File: config.mk
export PLATFORM = sky130hd
export DESIGN_NAME = rme_mul
export DESIGN_NICKNAME = d
export VERILOG_FILES = /design/src/hdl/rme_pkg.sv /design/src/hdl/rme_mul.sv
export SDC_FILE = /design/constraint.sdc
export NUM_CORES = 2
export LEC_CHECK = 0
export BUFFER_PORTS_ARGS = -buffer_cell sky130_fd_sc_hd__buf_2
export CORE_ASPECT_RATIO = 1.75
export CORE_UTILIZATION = 45
export CTS_CLUSTER_SIZE = 25
export DETAILED_ROUTE_END_ITERATION = 12
export GPL_TIMING_DRIVEN = 1
export PLACE_DENSITY = 0.62
export SLEW_MARGIN = 5
export SYNTH_ARGS = -nofsm -noshare
export SYNTH_HDL_FRONTEND = slang
export SYNTH_SLANG_ARGS = --single-unit
File: constraint.sdc
create_clock -name clk -period 10.8 [get_ports clk]
set_input_delay 2.16 -clock clk [delete_from_list [all_inputs] [get_ports clk]]
set_output_delay 2.16 -clock clk [all_outputs]
set_load 0.05 [all_outputs]
File: src/hdl/rme_pkg.sv
// Shared types and constants of the register machine execute unit.
package rme_pkg;

	localparam int DATA_W      = 64;
	localparam int HALF_W      = DATA_W / 2;
	localparam int REG_FIELD_W = 12;
	localparam int POS_W       = 12;
	localparam int NEXT_W      = 13;
	localparam int ACTION_W    = 5;

	localparam logic [DATA_W-1:0] RF_RESET_VALUE = {(DATA_W / 8){8'hF0}};
	localparam logic [NEXT_W-1:0] PROGRAM_DEPTH  = NEXT_W'(4096);

	typedef enum logic [ACTION_W-1:0] {
		OP_NOP   = 5'd0,
		OP_RET   = 5'd1,
		OP_PRINT = 5'd2,
		OP_ADDI  = 5'd3,
		OP_ORI   = 5'd4,
		OP_ANDI  = 5'd5,
		OP_XORI  = 5'd6,
		OP_ADD   = 5'd7,
		OP_OR    = 5'd8,
		OP_AND   = 5'd9,
		OP_XOR   = 5'd10,
		OP_SUB   = 5'd11,
		OP_MUL   = 5'd12,
		OP_REM   = 5'd13,
		OP_BNE   = 5'd14,
		OP_BLT   = 5'd15,
		OP_BEQ   = 5'd16,
		OP_BGE   = 5'd17
	} op_t;

	// Status of a multi-cycle arithmetic unit.
	typedef struct packed {
		logic busy;
		logic done;
	} unit_stat_t;

endpackage

File: src/hdl/rme_mul.sv
// Multi-cycle 64 by 64 multiplier that returns the low 64 bits from three 32 by 32 products.
module rme_mul
	import rme_pkg::*;
(
	input  logic              clk,
	input  logic              arst_n,
	input  logic              start,
	input  logic [DATA_W-1:0] a,
	input  logic [DATA_W-1:0] b,
	output logic [DATA_W-1:0] result,
	output unit_stat_t        stat
);

	logic [DATA_W-1:0] a_q;
	logic [DATA_W-1:0] b_q;
	logic [DATA_W-1:0] prod_q;
	logic [DATA_W-1:0] acc_q;
	logic [1:0]        step_q;
	logic              busy_q;
	logic              done_q;
	logic [HALF_W-1:0] mul_x;
	logic [HALF_W-1:0] mul_y;

	always_ff @(posedge clk or negedge arst_n) begin
		if (!arst_n) begin
			busy_q <= 1'b0;
			done_q <= 1'b0;
			step_q <= '0;
		end else if (start) begin
			busy_q <= 1'b1;
			done_q <= 1'b0;
			step_q <= '0;
		end else if (busy_q) begin
			step_q <= step_q + 2'd1;
			if (step_q == 2'd3) begin
				busy_q <= 1'b0;
				done_q <= 1'b1;
			end
		end
	end

	// Low times low first, then the two cross products; high times high falls off the top.
	always_comb begin
		case (step_q)
			2'd0: begin
				mul_x = a_q[HALF_W-1:0];
				mul_y = b_q[HALF_W-1:0];
			end
			2'd1: begin
				mul_x = a_q[HALF_W-1:0];
				mul_y = b_q[DATA_W-1:HALF_W];
			end
			default: begin
				mul_x = a_q[DATA_W-1:HALF_W];
				mul_y = b_q[HALF_W-1:0];
			end
		endcase
	end

	always_ff @(posedge clk) begin
		if (start) begin
			a_q <= a;
			b_q <= b;
		end else if (busy_q) begin
			prod_q <= DATA_W'(mul_x) * DATA_W'(mul_y);
			if (step_q == 2'd1) begin
				acc_q <= prod_q;
			end else if (step_q != 2'd0) begin
				acc_q <= acc_q + {prod_q[HALF_W-1:0], {HALF_W{1'b0}}};
			end
		end
	end

	assign result    = acc_q;
	assign stat.busy = busy_q;
	assign stat.done = done_q;

endmodule

# Word-level counts from Yosys, hierarchy flattened

Cells that the tools add are included.

Register bits: 260
Output and inout port bits: 66
Word-level logic and storage cells: 34
Bits of input ports: 131

Equality and inequality tests: 2
Bitwise operators: 1
Add/sub/neg operators: 2
Reduce and logical (&&, ||, !) cells: 9
Multiplexer cells: 12
$mul: 1

Operators with widths:

| operator            | count |
|---|---|
| $mux 64             | 2 |
| $add 64x64->64      | 1 |
| $mul 32x32->64      | 1 |
| $mux 32             | 2 |
| $reduce_bool 2->1   | 4 |
| $mux 1              | 6 |
| $mux 2              | 2 |
| $reduce_and 2->1    | 2 |
| $reduce_and 3->1    | 1 |
| $add 2x1->2 const B | 1 |
| $eq 2x1->1 const B  | 1 |
| $eq 2x2->1 const B  | 1 |
| $logic_not 2->1     | 1 |
| $reduce_or 2->1     | 1 |
| $not 1->1           | 1 |

# Logic depth before layout (Yosys ltp)

Depth after elaboration: 4
Depth in mapped cells: 35
Mapped depth without buffers: 30

# Worst setup path after synthesis

OpenSTA, ideal clock, no wires.

Kind: flip-flop to flip-flop
Start: register step_q[0]
End: register prod_q[63], data pin
Arrival: 9.034 ns
Setup time: 0.260 ns
Data required time: 10.540 ns
Path buffers: 4
Path slack: 1.506 ns
Stages on the path, launching flop included: 30
Clock period less this slack: 9.294 ns
Cells stage by stage: dfrtp_1 > ha_1 > clkbuf_1 > nor2_1 > clkbuf_1 > mux2i_1 > clkbuf_1 > nor2_1 > fa_1 > inv_1 > fa_1 > fa_1 > fa_1 > inv_1 > fa_1 > fa_1 > fa_1 > inv_1 > fa_1 > inv_1 > ha_1 > clkbuf_1 > nand4_1 > nor3_1 > nand2_1 > or3_1 > o2111a_1 > o41ai_2 > a31oi_1 > xnor2_1

Word-level cells in the longest chain between the ends: 4
Elaborated cells between the ends (all ways): 6
Classes of those cells: mul: 1; eq/ne: 1; mux: 2; reduce/logical: 2

Ends and longest elaborated chain:

| item                                                 | RTL line      | text |
|---|---|---|
| start: declaration                                   | rme_mul.sv:18 | `logic [1:0] step_q;` |
| start signal: assignment                             | rme_mul.sv:34 | `step_q <= step_q + 2'd1;` |
| $eq 2x1->1 / $logic_not 2->1 (equally long branches) | rme_mul.sv:44 | `case (step_q)` |
| $reduce_or 2->1 (no source line)                     | --            |  |
| $mux 32                                              | rme_mul.sv:44 |  |
| $mul 32x32->64 (*)                                   | rme_mul.sv:65 | `prod_q <= DATA_W'(mul_x) * DATA_W'(mul_y);` |
| end signal: assignment                               | rme_mul.sv:65 |  |
| end: declaration                                     | rme_mul.sv:16 | `logic [DATA_W-1:0] prod_q;` |

Mark *: on every way between the ends. The rest lies on a longest branch, timed or not.
A chain may end at the register's enable or synchronous reset.

# Worst setup path after layout

Start: register step_q[0]
End: register prod_q[61], data pin

Same word-level chain as after synthesis.

==> key figures <==
Floorplan
  • Die Wd: ~240 µm
  • Starting density of the core: between 40% and 50%
  • Ports: between 150 and 200
  • Die Y: slightly above 400 µm
  • Row Count: 150
  • Core area: between 90000 and 100000 µm²
  • Die footprint: between 90000 and 100000 µm²

Hold path
  • Hold crit path type: flip-flop to flip-flop

Clocking
  • Post-CTS Setup Bufs: 0
  • Htree depth: 1
  • Num CTS Buffers: 28
  • Post_cts resized: 0
  • Cts hold-fix bufs: 0
  • Worst skew pair latency: between 0.6 and 0.7 ns
  • Clk sink count: 260
  • CTS tree: yes
  • Clk pin slew, worst setup/hold paths: roughly 0.08 ns
  • CTS max path bufs: 3
  • Root buffer cell: clkbuf_16

Drt
  • Antenna-violating nets left: 0
  • First-pass iteration count of the detailed router: 6
  • # DRC: 0
  • Routed WL per cell: ~28 µm
  • Total Wirelength: 160000 µm
  • Via density: 5.71
  • Vias: between 30000 and 40000
  • Initial DRC count: ~2600

Timing
  • Final setup fails: 0
  • RSZ-0062 raised after global routing: no
  • Fin Setup TNS: 0 ns
  • Worst Slack Setup Final: approximately 0.93 ns
  • Layout Skew: between 0.03 and 0.04 ns
  • Final Hold Fails: 0
  • Max_slew headroom: about a fifth
  • Final period utilization: ~90%
  • Tmin final: 9.87 ns
  • Slew Limit Fails: 0
  • Worst-margin pin slew: between 1 and 1.5 ns
  • Fmax: between 0.1 and 0.15 GHz

Placement
  • Post-Place Setup Slack: ~0.97 ns
  • Final HPWL DP: 129000 µm
  • I/O Buffers: approximately 200
  • Final Wtd Congestion: about 1.0
  • Dpl cells: between 5000 and 6000
  • Placed Area: between 40000 and 50000 µm²

Global route
  • Global-route wire length before repair: between 200000 and 250000 µm
  • Vias in the first global route: 36000
  • GR Overflow Total: 0
  • Tot GR Track Use: about a third
  • Antenna violations before repair: 5
  • Largest net degree at the start of global routing: 72

Yosys
  • Cells after synthesis: between 4000 and 5000
  • Largest area contributor in the netlist: fa_1
  • Synth cell types: just over 70
  • #FFs+latches synth: 260
  • Most used DFF post-synth: edfxtp_1
  • Syn Nets: roughly 5800
  • Syn. warnings: 0
  • Sequential cell area fraction in the yosys report: 18.0%
  • Post-Syn Area: 43300 µm²
  • Yosys top cell area share: slightly above 40%
  • Post-synth ARST share: roughly 1.5%
  • Number of synthesized flops with an enable pin: 256
  • Mean Syn Cell Area: a little under 10 µm²
  • Synth area leaders: fa_1, edfxtp_1, ha_1, inv_1, nor2_1

Critical path
  • Reg2reg start: step_q[0]$_DFFE_PN0P_
  • Critical Path Sink: prod_q[61]$_DFFE_PP_
  • Max stage delay cell, worst path: mux2i_2
  • R2R cell count: 24
  • Most frequent CP cell: fa_1
  • Crit path from: step_q[0]$_DFFE_PN0P_
  • Critical Path RT: approximately 11 ns
  • Startpoint types: flip-flop
  • RR Endpoint: prod_q[61]$_DFFE_PP_
  • Critical path fanouts, max: 12
  • Crit path kind: flip-flop to flip-flop
  • Critical Path End Type: flip-flop
  • Worst reg2reg setup slack: 0.93 ns
  • CP peak stage delay: 0.81 ns
  • Worst Path Arrival: 10.36 ns
  • Cells along the critical path: inv_1 -> ha_1 -> nor2_4 -> mux2i_2 -> nor2_1 -> fa_1 -> fa_1 -> fa_1 -> inv_1 -> fa_1 -> inv_1 -> fa_1 -> fa_1 -> fa_1 -> fa_1 -> ha_1 -> a21oi_1 -> o21ai_0 -> a21oi_1 -> o21ai_0 -> nor4_1 -> a2111o_1 -> nand2_1 -> a221oi_2

Cells and area
  • Fillers: between 8000 and 9000
  • Commonest non-fill, non-tap cell in the layout: fa_1
  • Nets: 5902
  • Fin cells: 5813
  • Most frequent cells in the layout: fa_1, inv_1, nor2_1
  • Share of post-route cells with drive strength above 1: a little over a tenth
  • Area delta synth->final: 9.05%
  • Final Cell Area: 47200 µm²

Run
  • Max_cap viols: 0

Run status
  • Outcome: finished clean
## sequential cells by signal, summed over array words and instances, names as in the netlist
| name | count |
|---|---|
| b_q | 64 |
| step_q | 2 |
| result | 64 |
| prod_q | 64 |
| busy_q | 1 |
| done_q | 1 |
| a_q | 64 |
## worst max-delay path: cells and delay by family (launching register included)
family                     cells  cell delay, ns
DFF                            1            0.48
adders and majority gates     10            5.02
AOI/OAI and AO/OA              6            1.54
buffers and inverters          3            0.24
muxes                          1            0.81
and+or+nand+nor                4            1.55
## per-stage QoR
stage	hold slack [ns]	utilization, %
floorplan	0.464	-
global placement	0.480	48.5
detailed placement	0.496	48.5
CTS	0.513	49.5
global route	0.545	49.5
finish	0.507	49.5
## worst min-delay path by stage
stage | from | end | slack, ns | cells past startpoint
after floorplan | done_q$_DFFE_PN0P_ | done_q$_DFFE_PN0P_ | 0.46 | 2
after global placement | done_q$_DFFE_PN0P_ | done_q$_DFFE_PN0P_ | 0.48 | 2
after detailed placement | done_q$_DFFE_PN0P_ | done_q$_DFFE_PN0P_ | 0.50 | 2
after CTS | done_q$_DFFE_PN0P_ | done_q$_DFFE_PN0P_ | 0.51 | 2
after global routing | prod_q[36]$_DFFE_PP_ | result[36]$_DFFE_PP_ | 0.55 | 1
final | done_q$_DFFE_PN0P_ | done_q$_DFFE_PN0P_ | 0.51 | 2
## Yosys cell counts, drive strengths merged (5+ instances only)
cell type / count
mux2i: 66
nor2: 624
ha: 298
nor2b: 10
a211oi: 22
a21boi: 6
o21bai: 17
o211ai: 7
buf: 8
mux2: 65
nor3: 23
nand2b: 7
o31a: 7
and4: 5
nand2: 541
nand3: 30
o31ai: 7
a31oi: 18
and3: 12
or3: 6
and2: 47
fa: 897
xor2: 33
o21a: 12
edfxtp: 256
clkbuf: 181
inv: 896
a21o: 49
xnor2: 47
o41ai: 5
nand4: 13
o21ai: 66
a21oi: 96
## routing by layer
metal	part of all wire [%]	wire [µm]	track usage, %
met1	30	48800	32.8
met2	50	80700	59.2
met3	7.4	11900	6.36
met4	12	19000	32.7
met5	0.015	24	0
## cell type report
cell class | instances | area [µm²] | area share [%]
Multi-Input combinational cell | 3080 | 31700 | 67.1
Sequential cell | 260 | 7790 | 16.5
Inverter | 896 | 3360 | 7.13
Timing Repair Buffer | 310 | 1910 | 4.04
Tap cell | 1216 | 1520 | 3.22
Clock buffer | 30 | 708 | 1.50
Clock inverter | 17 | 229 | 0.485
Antenna cell | 4 | 10.0 | 0.0212
## kinds of logic after synthesis
group                      after synthesis  synth area share (%)
and+or+nand+nor                       1328                  12.4
adders and majority gates             1195                  50.1
buffers and inverters                 1085                  9.44
AOI/OAI and AO/OA                      346                  5.23
DFF                                    260                  18.0
muxes                                  131                  3.22
xor gates and xnor gates                80                  1.62
Power is not shown: default switching activity piles up to over one toggle a cycle in this logic, so the estimate is an artifact.
